**config.mk**
```make
export PLATFORM = sky130hd
export DESIGN_NAME = uuencode_line_encoder_unit
export DESIGN_NICKNAME = d
export VERILOG_FILES = /design/src/design/uule_pkg.sv /design/src/design/uule_ram.sv /design/src/design/uule_char_unit.sv /design/src/design/uuencode_line_encoder_unit.sv
export SDC_FILE = /design/constraint.sdc
export NUM_CORES = 1
export LEC_CHECK = 0
export BUFFER_PORTS_ARGS = -buffer_cell sky130_fd_sc_hd__buf_2
export CAP_MARGIN = 15
export CORE_AREA = 2 2 181 183
export CTS_BUF_LIST = sky130_fd_sc_hd__clkbuf_4 sky130_fd_sc_hd__clkbuf_8
export DETAILED_ROUTE_END_ITERATION = 10
export DIE_AREA = 0 0 183 185
export PLACE_DENSITY = 0.71
export REMOVE_ABC_BUFFERS = 1
export SLEW_MARGIN = 5
export SYNTH_ARGS = -nofsm -noshare
export SYNTH_HDL_FRONTEND = slang
export SYNTH_SLANG_ARGS = --single-unit
```
**constraint.sdc**
```tcl
create_clock -name clock -period 7.3 [get_ports clock]
set_clock_uncertainty 0.05 [all_clocks]
set_input_delay 0.73 -clock clock [delete_from_list [all_inputs] [get_ports clock]]
set_output_delay 0.73 -clock clock [all_outputs]
set_load 0.1 [all_outputs]
```
**src/design/uule_pkg.sv**
```systemverilog
// Shared types and constants of the uuencode line encoder.
// Used by the character unit and the top level; depends on nothing.
`default_nettype none

package uule_pkg;

   localparam int BYTE_W = 8;
   localparam int SIX_W  = 6;
   localparam int CHAR_W = 7;

   // Printable offset added to every six-bit value.
   localparam logic [CHAR_W-1:0] CHAR_BIAS = 7'd32;

   // Which character the shared unit produces.
   localparam logic [2:0] CH_LEN  = 3'd0;
   localparam logic [2:0] CH_G0   = 3'd1;
   localparam logic [2:0] CH_G1   = 3'd2;
   localparam logic [2:0] CH_G2   = 3'd3;
   localparam logic [2:0] CH_G3   = 3'd4;
   localparam logic [2:0] CH_TERM = 3'd5;

   typedef struct packed {
      logic [2:0]        mode;
      logic [SIX_W-1:0]  len;
      logic [BYTE_W-1:0] b0;
      logic [BYTE_W-1:0] b1;
      logic [BYTE_W-1:0] b2;
   } char_req_type;

endpackage

`default_nettype wire

```
**src/design/uule_ram.sv**
```systemverilog
// Generic single-write, single-read RAM with a registered read port.
// Stands alone; no package needed.
`default_nettype none

module uule_ram #(
   parameter int WIDTH = 8,
   parameter int DEPTH = 45,
   localparam int AddrW = (DEPTH > 1) ? $clog2(DEPTH) : 1
) (
   input  wire logic             clock,
   input  wire logic             wr_en,
   input  wire logic [AddrW-1:0] wr_addr,
   input  wire logic [WIDTH-1:0] wr_data,
   input  wire logic             rd_en,
   input  wire logic [AddrW-1:0] rd_addr,
   output logic      [WIDTH-1:0] rd_data
);

   logic [WIDTH-1:0] mem [DEPTH];
   logic [WIDTH-1:0] rd_data_ff;

   always_ff @(posedge clock) begin
      if (wr_en) begin
         mem[wr_addr] <= wr_data;
      end
      if (rd_en) begin
         rd_data_ff <= mem[rd_addr];
      end
   end

   assign rd_data = rd_data_ff;

endmodule

`default_nettype wire

```
**src/design/uule_char_unit.sv**
```systemverilog
// Shared character unit: cuts one six-bit value out of the byte group
// (or takes the line length) and adds the printable offset. Uses uule_pkg.
`default_nettype none

module uule_char_unit import uule_pkg::*; (
   input  wire char_req_type       req,
   output logic     [CHAR_W-1:0]   char_out
);

   logic [SIX_W-1:0] six;

   always_comb begin
      case (req.mode)
         CH_LEN:  six = req.len;
         CH_G0:   six = req.b0[7:2];
         CH_G1:   six = {req.b0[1:0], req.b1[7:4]};
         CH_G2:   six = {req.b1[3:0], req.b2[7:6]};
         CH_G3:   six = req.b2[5:0];
         CH_TERM: six = '0;
         default: six = '0;
      endcase
   end

   assign char_out = {1'b0, six} + CHAR_BIAS;

endmodule

`default_nettype wire

```
**src/design/uuencode_line_encoder_unit.sv**
```systemverilog
// uuencode line encoder: gathers bytes into a line store and emits
// uuencoded lines one character per transfer.
// The req channel carries one byte per transfer; req_tuser says whether
// the byte is present, req_tlast closes the input. The rsp channel carries
// one printable character per transfer; rsp_tuser flags the end of a line
// and the terminating zero-length line, rsp_tlast marks the last character
// caused by one req transfer.
// A byte that does not complete a line gives no result.
// A line is emitted as its length character and then, per group of
// three bytes, a fetch of the bytes through the single read port of
// the line store and four characters from the shared character unit.
// The terminating line is a single character. req_tready is low while
// a line is being emitted. If the receiver holds rsp_tready low, the
// character in the output register is held and the sequence waits.
// A synchronous reset empties the line store count and drops rsp_tvalid;
// the store contents need no clearing.
`default_nettype none

module uuencode_line_encoder_unit import uule_pkg::*; #(
   parameter int LINE_BYTES = 45
) (
   input  wire logic       clock,
   input  wire logic       reset,
   input  wire logic       req_tvalid,
   output logic            req_tready,
   input  wire logic [7:0] req_tdata,   // [7:0] data_byte
   input  wire logic       req_tuser,   // [0] byte_present
   input  wire logic       req_tlast,   // end_of_input
   output logic            rsp_tvalid,
   input  wire logic       rsp_tready,
   output logic      [7:0] rsp_tdata,   // [6:0] text_char, [7] zero
   output logic      [1:0] rsp_tuser,   // [0] end_of_line, [1] end_of_text
   output logic            rsp_tlast    // last
);

   localparam int CntW  = $clog2(LINE_BYTES + 1);
   localparam int AddrW = $clog2(LINE_BYTES);

   localparam logic [2:0] S_IDLE  = 3'd0;
   localparam logic [2:0] S_LEN   = 3'd1;
   localparam logic [2:0] S_FETCH = 3'd2;
   localparam logic [2:0] S_EMIT  = 3'd3;
   localparam logic [2:0] S_TERM  = 3'd4;

   logic [2:0]        state_ff, state_in;
   logic [CntW-1:0]   count_ff, count_in;
   logic [CntW-1:0]   idx_ff, idx_in;
   logic [1:0]        sub_ff, sub_in;
   logic              end_pend_ff, end_pend_in;
   logic              rd_en_ff;
   logic [BYTE_W-1:0] b0_ff, b0_in, b1_ff, b1_in, b2_ff, b2_in;

   logic              rsp_valid_ff, rsp_valid_in;
   logic [CHAR_W-1:0] rsp_char_ff;
   logic              rsp_eol_ff, rsp_eot_ff, rsp_last_ff;

   logic              accept;
   logic              out_free;
   logic              emit_go;
   logic              emit_eol, emit_eot, emit_last;
   logic              wr_en, rd_en;
   logic [CntW:0]     rd_sum;
   logic [CntW:0]     grp_end;
   logic              final_group;
   logic [CntW-1:0]   cnt_next;
   logic [BYTE_W-1:0] rd_data;
   logic [BYTE_W-1:0] rd_byte;
   char_req_type      creq;
   logic [CHAR_W-1:0] char_out;

   assign req_tready  = (state_ff == S_IDLE);
   assign accept      = req_tvalid & req_tready;
   assign out_free    = ~rsp_valid_ff | rsp_tready;
   assign wr_en       = accept & req_tuser & (count_ff < CntW'(LINE_BYTES));
   assign cnt_next    = wr_en ? count_ff + 1'b1 : count_ff;
   assign rd_sum      = {1'b0, idx_ff} + {{(CntW - 1){1'b0}}, sub_ff};
   assign rd_en       = (state_ff == S_FETCH) && (sub_ff != 2'd3)
                        && (rd_sum < {1'b0, count_ff});
   assign grp_end     = {1'b0, idx_ff} + (CntW + 1)'(3);
   assign final_group = (grp_end >= {1'b0, count_ff});
   // A read past the end of the line stands for a zero pad byte.
   assign rd_byte     = rd_en_ff ? rd_data : '0;

   uule_ram #(
      .WIDTH(BYTE_W),
      .DEPTH(LINE_BYTES)
   ) u_store (
      .clock  (clock),
      .wr_en  (wr_en),
      .wr_addr(count_ff[AddrW-1:0]),
      .wr_data(req_tdata),
      .rd_en  (rd_en),
      .rd_addr(rd_sum[AddrW-1:0]),
      .rd_data(rd_data)
   );

   uule_char_unit u_char (
      .req     (creq),
      .char_out(char_out)
   );

   always_comb begin
      state_in    = state_ff;
      count_in    = count_ff;
      idx_in      = idx_ff;
      sub_in      = sub_ff;
      end_pend_in = end_pend_ff;
      b0_in       = b0_ff;
      b1_in       = b1_ff;
      b2_in       = b2_ff;
      emit_go     = 1'b0;
      emit_eol    = 1'b0;
      emit_eot    = 1'b0;
      emit_last   = 1'b0;
      creq.mode   = CH_TERM;
      creq.len    = SIX_W'(count_ff);
      creq.b0     = b0_ff;
      creq.b1     = b1_ff;
      creq.b2     = b2_ff;
      case (state_ff)
         S_IDLE: begin
            if (accept) begin
               count_in    = cnt_next;
               end_pend_in = req_tlast;
               if (req_tuser && cnt_next == CntW'(LINE_BYTES)) begin
                  state_in = S_LEN;
               end else if (req_tlast && cnt_next != '0) begin
                  state_in = S_LEN;
               end else if (req_tlast) begin
                  state_in = S_TERM;
               end
            end
         end
         S_LEN: begin
            creq.mode = CH_LEN;
            emit_eol  = (count_ff == '0);
            if (out_free) begin
               emit_go  = 1'b1;
               idx_in   = '0;
               sub_in   = '0;
               state_in = S_FETCH;
            end
         end
         S_FETCH: begin
            // Reads are issued for sub 0..2 and land in the next cycle.
            case (sub_ff)
               2'd1:    b0_in = rd_byte;
               2'd2:    b1_in = rd_byte;
               2'd3:    b2_in = rd_byte;
               default: ;
            endcase
            if (sub_ff == 2'd3) begin
               sub_in   = '0;
               state_in = S_EMIT;
            end else begin
               sub_in = sub_ff + 1'b1;
            end
         end
         S_EMIT: begin
            case (sub_ff)
               2'd0:    creq.mode = CH_G0;
               2'd1:    creq.mode = CH_G1;
               2'd2:    creq.mode = CH_G2;
               default: creq.mode = CH_G3;
            endcase
            emit_eol  = (sub_ff == 2'd3) && final_group;
            emit_last = emit_eol && !end_pend_ff;
            if (out_free) begin
               emit_go = 1'b1;
               if (sub_ff == 2'd3) begin
                  sub_in = '0;
                  if (final_group) begin
                     count_in = '0;
                     state_in = end_pend_ff ? S_TERM : S_IDLE;
                  end else begin
                     idx_in   = grp_end[CntW-1:0];
                     state_in = S_FETCH;
                  end
               end else begin
                  sub_in = sub_ff + 1'b1;
               end
            end
         end
         S_TERM: begin
            creq.mode = CH_TERM;
            emit_eol  = 1'b1;
            emit_eot  = 1'b1;
            emit_last = 1'b1;
            if (out_free) begin
               emit_go     = 1'b1;
               end_pend_in = 1'b0;
               state_in    = S_IDLE;
            end
         end
         default: begin
            state_in = S_IDLE;
         end
      endcase
   end

   always_comb begin
      rsp_valid_in = rsp_valid_ff;
      if (emit_go) begin
         rsp_valid_in = 1'b1;
      end else if (rsp_tready) begin
         rsp_valid_in = 1'b0;
      end
   end

   always_ff @(posedge clock) begin
      if (reset) begin
         state_ff     <= S_IDLE;
         count_ff     <= '0;
         idx_ff       <= '0;
         sub_ff       <= '0;
         end_pend_ff  <= 1'b0;
         rd_en_ff     <= 1'b0;
         rsp_valid_ff <= 1'b0;
      end else begin
         state_ff     <= state_in;
         count_ff     <= count_in;
         idx_ff       <= idx_in;
         sub_ff       <= sub_in;
         end_pend_ff  <= end_pend_in;
         rd_en_ff     <= rd_en;
         rsp_valid_ff <= rsp_valid_in;
      end
   end

   always_ff @(posedge clock) begin
      b0_ff <= b0_in;
      b1_ff <= b1_in;
      b2_ff <= b2_in;
      if (emit_go) begin
         rsp_char_ff <= char_out;
         rsp_eol_ff  <= emit_eol;
         rsp_eot_ff  <= emit_eot;
         rsp_last_ff <= emit_last;
      end
   end

   assign rsp_tvalid = rsp_valid_ff;
   assign rsp_tdata  = {1'b0, rsp_char_ff};
   assign rsp_tuser  = {rsp_eot_ff, rsp_eol_ff};
   assign rsp_tlast  = rsp_last_ff;

endmodule

`default_nettype wire
```
Yosys cells after proc, flatten, opt, wreduce, memory -nomap -nowiden
Memory sizes are Yosys's and may differ from the RTL's. A register that Yosys moved wholly into a read port is not among the register bits. Cells that the tools add are included.

Register bits: 54. Bits in latches: 0. RAM bits: 360. Bits in read-only memories: 0. Input bits: 14. Output and inout bits: 13. Word-level logic and storage cells: 119. Memories kept: 1.

Add/subtract/negate cells: 5. Multipliers: 0. Div/mod/pow operators: 0. $lt $le $gt $ge: 3. Equal/unequal tests: 22. Shifts and indexed selects: 0. Mux-type cells: 43. Bitwise gates (word level): 5. Reductions and logical operators: 26.

Memories: u_store.mem (depth 45, bits a word 8, read ports 1, clocked after Yosys merged registers in 1, wr ports 1, line uule_ram.sv:19) `logic [WIDTH-1:0] mem [DEPTH];`.

Operator list (number): 2-to-1 mux 6 bit (9); 2-to-1 mux 3 bit (11); case mux 6 bit (5 select lines) (1); case mux 6 bit (2 select lines) (2); case mux 3 bit (5 select lines) (1); inequality test 2 bit, second input constant (7); equality test 3 x 2 -> 1 bit, second input constant (4); AND reduction 5 bit (2); 2-to-1 mux 1 bit (9); case mux 3 bit (3 select lines) (1); 2-to-1 mux 8 bit (1); nonzero test 2 bit (4); adder 6 x 2 -> 7 bit (1); adder 6 x 2 -> 7 bit, second input constant (1); adder 6 x 6 -> 7 bit, second input constant (1); greater-or-equal comparator 7 x 6 -> 1 bit (1); less-than comparator 7 x 6 -> 1 bit (1); AND reduction 7 bit (1); adder 6 x 1 -> 6 bit, second input constant (1); equality test 3 x 1 -> 1 bit, second input constant (2); equality test 3 bit, second input constant (2); equality test 6 bit, second input constant (1); logical AND 1 bit (6); zero test 3 bit (2); other kinds (22) (32).

Logic depth before layout (Yosys ltp)
Gate-level depths: netlist of run 1.

Depth after elaboration: 11. Depth in mapped cells: 14. Gate-level depth less buffers: 11.

Hierarchy
From an unflattened synthesis of run 1, not the netlist that was laid out.

Cell total of the unflattened synthesis: 1068. Area total of the unflattened synthesis: 17808.3 um^2.

Modules (own cells, without submodules): uule_ram (instances 1, cells an instance 756, area each 14585.2 um^2, seq. area each 11050.6 um^2); uuencode_line_encoder_unit (instances 1, cells an instance 278, area each 2931.6 um^2, seq. area each 1421.4 um^2); uule_char_unit (instances 1, cells an instance 34, area each 291.5 um^2, seq. area each 0.0 um^2).

Worst setup path after synthesis of run 1
Ideal clock, no wire load.

Kind: register to register. Start point: reg idx_ff[0]. End point: reg u_store.rd_data_ff[0] (netlist: u_store.rd_data[0]) (read register of u_store.mem) (enable). Setup time: 376 ps. Arrival: 3432 ps. Required time: 6874 ps. Path slack: 3441 ps. Stages on the path, launching flop included: 14. Path buffers: 3. Clock period less this slack: 3859 ps. Path through: dfxtp_1 -> ha_1 -> inv_1 -> fa_1 -> clkbuf_1 -> clkbuf_1 -> buf_1 -> inv_1 -> ha_1 -> a21o_1 -> a21o_1 -> a21o_1 -> a21o_1 -> a21oi_1.

Longest elaborated chain between the ends: 3.

RTL lines: start, declared (line uuencode_line_encoder_unit.sv:47) `logic [CntW-1:0] idx_ff, idx_in;`; start signal, assigned (line uuencode_line_encoder_unit.sv:222) `idx_ff <= idx_in;`; adder 6 x 2 -> 7 bit (line uuencode_line_encoder_unit.sv:76) `assign rd_sum = {1'b0, idx_ff} + {{(CntW - 1){1'b0}}, sub_ff};`; less-than comparator 7 x 6 -> 1 bit (line uuencode_line_encoder_unit.sv:78) `&& (rd_sum < {1'b0, count_ff});`; logical AND 1 bit (line uuencode_line_encoder_unit.sv:78); named net rd_en (line uuencode_line_encoder_unit.sv:61) `logic wr_en, rd_en;`; end, declared (line uule_ram.sv:20) `logic [WIDTH-1:0] rd_data_ff;`.

The timed path passes the listed nets, and every way through them passes these cells. A chain may end at the register's enable or synchronous reset.

Worst setup path after layout of run 1
Start point: reg idx_ff[0]. End point: reg u_store.rd_data_ff[7] (netlist: u_store.rd_data[7]) (read register of u_store.mem) (enable).

Same word-level chain as after synthesis.

==> flow_summary.json, run 1 <==
{
  "status": "complete, no violations",
  "maxCapViolations": 0,
  "ant_nets": 0,
  "clkSlewWorstSetupHoldPaths_ps": 60,
  "post-route-min-period_ps": 4380,
  "async_reset_ff_share_pct": 0,
  "globalRouteOverflowTotal": 0,
  "h-tree-depth": 3,
  "cts-resized-gates": 0,
  "synth-edff-count": 402,
  "port_buffers": 25,
  "min_period_over_period_pct": 60.0,
  "switchingPower_mw": 1.10,
  "clk_latency_ps": 590,
  "cp_slowest_stage_delay_ps": 640,
  "synth-simple-area-share_pct": 7.18,
  "dieHeight_um": 185,
  "antenna_found_initial": 0,
  "start_util_pct": 54.2,
  "firstDrtPassIters": 5,
  "cts_buffers": 68,
  "cts.sinks": 422,
  "grt_pass1_wl_um": 55900,
  "grt_max_degree": 80,
  "rows": 66,
  "wirelength_um": 36500,
  "n_fill_cell": 2331,
  "synth_warnings": 0,
  "synth_top_family_by_area": "multiplexers",
  "syn_to_final_growth_pct": 10.8,
  "swShare_pct": 22.0,
  "clock_power_share_pct": 41.7,
  "n_antenna_cell": 0,
  "dp_hpwl_um": 22900,
  "root_buffer": "clkbuf_8",
  "power.internal_mw": 3.90,
  "via_per_inst": 6.10,
  "slew_headroom_pct": 36.2,
  "crit_path_top_delay_cell": "a21oi_1",
  "tightest_slew_ps": 956,
  "finalHoldViolations": 0,
  "hp-class": "input pin to flip-flop",
  "drive_above_1_share_pct": 22.9,
  "globalRouteTotalUtil_pct": 22.4,
  "clockBufferDepth": 3,
  "finalMaxSlewViolations": 0,
  "first_iter_violations": 1053,
  "syn_avg_cell_area_um2": 17.3,
  "core_mm2": 0.0320,
  "cts_setup_buffers": 0,
  "path_cells": "ha_4 > inv_1 > fa_4 > xor2_4 > buf_4 > inv_1 > ha_1 > a21o_1 > a21o_1 > a21o_1 > a21oi_1",
  "crit_path_start_kind": "flip-flop",
  "ios": 27,
  "dieArea_mm2": 0.0339,
  "die_x_um": 183,
  "synth-compound-area-share_pct": 3.94,
  "path_buf_inv": 3,
  "placed_cells": 1395,
  "synth_fa_ha_area_share_pct": 1.63,
  "fin_cells": 1513,
  "synthMuxAreaShare_pct": 12.9,
  "cts_hold_buf": 0,
  "cpMostUsedCell": "a21o_1",
  "synthCells": 1007,
  "ir_drop_mv": 0.125,
  "synth.distinct_cells": 61,
  "vias": 9234,
  "crit_type": "flip-flop to flip-flop",
  "ys.flop_type": "edfxtp_1",
  "cts_tree": "yes",
  "wl_per_cell_um": 24.2,
  "grt_pass1_vias": 9268,
  "seqPwrFrac_pct": 53.6,
  "worst_setup_path_end_kind": "flip-flop",
  "netlist_area_mm2": 0.0174,
  "worstPathMaxFanout": 41,
  "power_mw": 5.00,
  "powerDensity_mw_per_mm2": 260,
  "tns_ps": 0,
  "synthXorXnorAreaFrac_pct": 0.504,
  "comb_power_share_pct": 4.7,
  "drc_errors": 0,
  "nNetsFinal": 1093,
  "arrival_ps": 4540,
  "rsz0062_at_grt": "no",
  "cp_top_family": "compound AO/OA/AOI/OAI gates",
  "ys_seq_elements": 422,
  "seq_area_frac_synth_pct": 71.8,
  "power.leakage_nw": 6.28,
  "setup_viol": 0,
  "clock.fmax_mhz": 228,
  "worstPathRequired_ps": 7460,
  "place_congestion": 0.854
}
[cell families after synthesis]
logic type / count (synthesis)
other: 1
DFF: 422
buffers and inverters: 77
adders and majority gates: 22
and+or+nand+nor: 277
muxes: 104
AOI/OAI and AO/OA: 94
xor gates and xnor gates: 10
[path summary, 6_finish.rpt]
path / start / endpoint / slack [ps] / cells after the start
max reg2reg: idx_ff[0]$_SDFFE_PP0P_ / u_store.rd_data[7]$_DFFE_PP_ / 2920 / 11
max: idx_ff[0]$_SDFFE_PP0P_ / u_store.rd_data[7]$_DFFE_PP_ / 2920 / 11
min: rsp_tready / rsp_tvalid$_SDFFE_PP0P_ / 440 / 3
min reg2reg: idx_ff[1]$_SDFFE_PP0P_ / idx_ff[1]$_SDFFE_PP0P_ / 450 / 2
[placed cells by master, fill, tap and decap left out, types with 14 or more instances in the layout]
| cell type | instances |
|---|---|
| edfxtp_1 | 402 |
| ha_1 | 20 |
| a21oi_1 | 14 |
| o21ai_0 | 23 |
| clkbuf_4 | 20 |
| nand2_1 | 121 |
| clkbuf_8 | 69 |
| nand3_1 | 27 |
| buf_2 | 25 |
| dfxtp_1 | 20 |
| mux4_2 | 96 |
| inv_1 | 23 |
| nor2_1 | 72 |
[state kept, by name (all words and copies together), names as in the netlist, 2 cells and up]
name             count
u_store.mem        360
state_ff             3
b1_ff                8
rsp_char_ff          7
count_ff             6
idx_ff               6
b2_ff                8
u_store.rd_data      8
sub_ff               2
b0_ff                8
[cell usage after synthesis, types with 4 or more instances]
library cell / count / area share [%]
o21ai_0: 23 / 0.66
a31oi_1: 11 / 0.40
xor2_1: 6 / 0.30
nor2_1: 72 / 1.6
nand2_1: 121 / 2.6
and3_1: 11 / 0.40
a21o_1: 9 / 0.39
nor3_1: 6 / 0.17
buf_4: 5 / 0.22
a21oi_1: 14 / 0.40
xnor2_1: 4 / 0.20
ha_1: 21 / 1.5
a211oi_1: 5 / 0.22
nand4_1: 6 / 0.22
and2_1: 13 / 0.47
a222oi_1: 5 / 0.29
nand2b_1: 8 / 0.29
clkbuf_1: 29 / 0.63
inv_1: 23 / 0.50
mux4_2: 96 / 12
buf_2: 12 / 0.35
edfxtp_1: 402 / 69
a311oi_1: 8 / 0.40
mux2i_1: 7 / 0.40
dfxtp_1: 20 / 2.3
nand3_1: 27 / 0.78
[layer usage]
layer	vias to the layer above	global-route usage [%]	part of all wire (%)
met5	-	0	0
met2	393	34.7	48
met1	4712	31.2	42
li1	4059	-	-
met4	0	8.64	2.8
met3	70	5.37	7.2
[metrics by stage]
stage | worst slack [ps] | hold slack [ps] | utilization [%] | area (µm²)
3_5_place_dp | 2920 | 452 | 55.8 | 17900
3_3_place_gp | 2980 | 432 | 55.8 | 17900
5_1_grt | 2610 | 445 | 60.1 | 19300
2_1_floorplan | 1590 | 416 | - | 17100
4_1_cts | 2890 | 403 | 60.1 | 19300
6_report | 2920 | 440 | 60.1 | 19300
[power groups by stage]
stage,combinational [mW],sequential [mW],clock [mW]
after global routing,0.250,2.68,2.22
after CTS,0.234,2.68,2.12
final,0.233,2.68,2.09
after global placement,0.230,2.73,0
after floorplan,0.111,2.77,0
after detailed placement,0.233,2.73,0
[worst register-to-register path: cells and delay by family, from the launching register on]
| kind | cells | cell delay, ps |
|---|---|---|
| xor gates and xnor gates | 1 | 140 |
| buffers and inverters | 3 | 1110 |
| AOI/OAI and AO/OA | 4 | 1140 |
| DFF | 1 | 440 |
| adders and majority gates | 3 | 1120 |
[final cells by class]
cell class / count / area, µm² / area share (%)
multi-input cells: 508 / 4600 / 23.9
inverters: 24 / 90.1 / 0.468
flip-flops and latches: 422 / 12500 / 64.8
well taps: 408 / 510 / 2.65
repair buffers: 33 / 198 / 1.03
clock buffers: 89 / 1100 / 5.71
clock inverters: 29 / 285 / 1.48
No activity file was read; power rests on OpenSTA's default activity.
==> inputs of run 2 (changes only) <==
==> constraint.sdc (replaced) <==
create_clock -name clock -period 4.1 [get_ports clock]
set_clock_uncertainty 0.05 [all_clocks]
set_input_delay 0.41 -clock clock [delete_from_list [all_inputs] [get_ports clock]]
set_output_delay 0.41 -clock clock [all_outputs]
set_load 0.1 [all_outputs]
==> flow_summary.json, run 2 (synthesized netlist as in run 1, its figures left out) <==
{
  "n_antenna_cell": 0,
  "die_x_um": 183,
  "cts_setup_buffers": 0,
  "cts-resized-gates": 0,
  "first_iter_violations": 1116,
  "ios": 27,
  "cts_buffers": 68,
  "grt_pass1_wl_um": 57800,
  "top_register": "u_store.mem",
  "powerDensity_mw_per_mm2": 443,
  "multi_input_area_mm2": 0.00460,
  "dr_wl_met3_um": 3090,
  "min_period_over_period_pct": 87.2,
  "final_util_pct": 61.1,
  "wl_met2_um": 18200,
  "clockBufferDepth": 3,
  "worstPathMaxFanout": 51,
  "drive_above_1_share_pct": 26.2,
  "grt_max_degree": 52,
  "cp_top_family": "adder cells",
  "arrival_ps": 3970,
  "clk_latency_ps": 600,
  "clkSlewWorstSetupHoldPaths_ps": 70,
  "layout_common_cells": "edfxtp_1 (402), nand2_1 (121), mux4_2 (96)",
  "met1_length_um": 15500,
  "nNetsFinal": 1145,
  "h-tree-depth": 3,
  "worst_setup_path_end_kind": "flip-flop",
  "wl_per_cell_um": 24.2,
  "slew_headroom_pct": 39.7,
  "cts_tree": "yes",
  "start_util_pct": 54.2,
  "place_congestion": 0.886,
  "finalHoldViolations": 0,
  "power.leakage_nw": 6.54,
  "root_buffer": "clkbuf_8",
  "tightest_slew_ps": 904,
  "maxCapViolations": 0,
  "ff_latch_area_mm2": 0.0125,
  "rsz0062_at_grt": "no",
  "crit_path_start_kind": "flip-flop",
  "vias": 9454,
  "core_mm2": 0.0320,
  "globalRouteTotalUtil_pct": 23.3,
  "worstPathRequired_ps": 4490,
  "hp-class": "input pin to flip-flop",
  "wirelength_um": 37900,
  "final_common_cell": "edfxtp_1",
  "cts.sinks": 422,
  "syn_to_final_growth_pct": 12.7,
  "via_per_inst": 6.03,
  "dieArea_mm2": 0.0339,
  "post-route-min-period_ps": 3570,
  "setup_viol": 0,
  "antenna_found_initial": 0,
  "dp_hpwl_um": 23600,
  "drc_errors": 0,
  "rows": 66,
  "crit_path_top_delay_cell": "fa_4",
  "status": "complete, no violations",
  "crit_type": "flip-flop to flip-flop",
  "globalRouteOverflowTotal": 0,
  "cts_hold_buf": 0,
  "ir_drop_mv": 0.205,
  "ant_nets": 0,
  "firstDrtPassIters": 5,
  "cp_slowest_stage_delay_ps": 850,
  "path_cells": "ha_4 > inv_1 > fa_4 > buf_12 > mux4_2 > nand2_1 > and3_1 > a311oi_1 > a31oi_1 > o21ai_0",
  "largest_reg_flops": 360,
  "highest_layer": "met4",
  "n_fill_cell": 2291,
  "grt_pass1_vias": 9468,
  "finalMaxSlewViolations": 0,
  "port_buffers": 25,
  "power_mw": 8.67,
  "path_buf_inv": 2,
  "dieHeight_um": 185,
  "clock.fmax_mhz": 280
}
-- run 2: report_power, final --
part	internal (mW)	switching [mW]
Clock	1.85	1.63
Combinational	0.115	0.317
Sequential	4.75	0.0107
Total	6.72	1.96
-- run 2: metal layers --
metal  up-vias  track usage (%)
li1       4163                -
met1      4809             32.0
met2       408             36.7
met3        74             5.47
met4         0             8.93
met5         -                0
-- run 2: per-stage QoR --
stage	TNS, ps	worst slack (ps)	hold WS (ps)	std cells	instance area, µm²
3_3_place_gp	0	571	435	1446	18300
5_1_grt	0	428	115	1569	19600
3_5_place_dp	0	555	436	1446	18300
2_1_floorplan	-23820	-1610	416	954	17100
4_1_cts	0	556	103	1568	19600
6_report	0	525	128	1569	19600
-- run 2: path summary, 6_finish.rpt --
kind	start	endpoint	slack, ps	cells past startpoint
worst max register to register	idx_ff[0]$_SDFFE_PP0P_	u_store.rd_data[4]$_DFFE_PP_	530	10
worst min register to register	idx_ff[5]$_SDFFE_PP0P_	idx_ff[5]$_SDFFE_PP0P_	440	2
worst min-delay path	rsp_tready	rsp_tvalid$_SDFFE_PP0P_	130	3
worst max-delay path	idx_ff[0]$_SDFFE_PP0P_	u_store.rd_data[4]$_DFFE_PP_	530	10
-- run 2: worst min-delay path, stage by stage --
cell	delay, ps
buf_2	80
nand2b_1	150
a21oi_1	80
-- run 2: final cells by class --
cell class                 instances  share of cell area (%)
sequential                       422                    63.7
timing repair buffer              85                    3.12
inverter                          24                   0.460
clock buffer                      90                    5.68
tap                              408                    2.61
clock inverter                    32                    1.02
multi-input combinational        508                    23.5
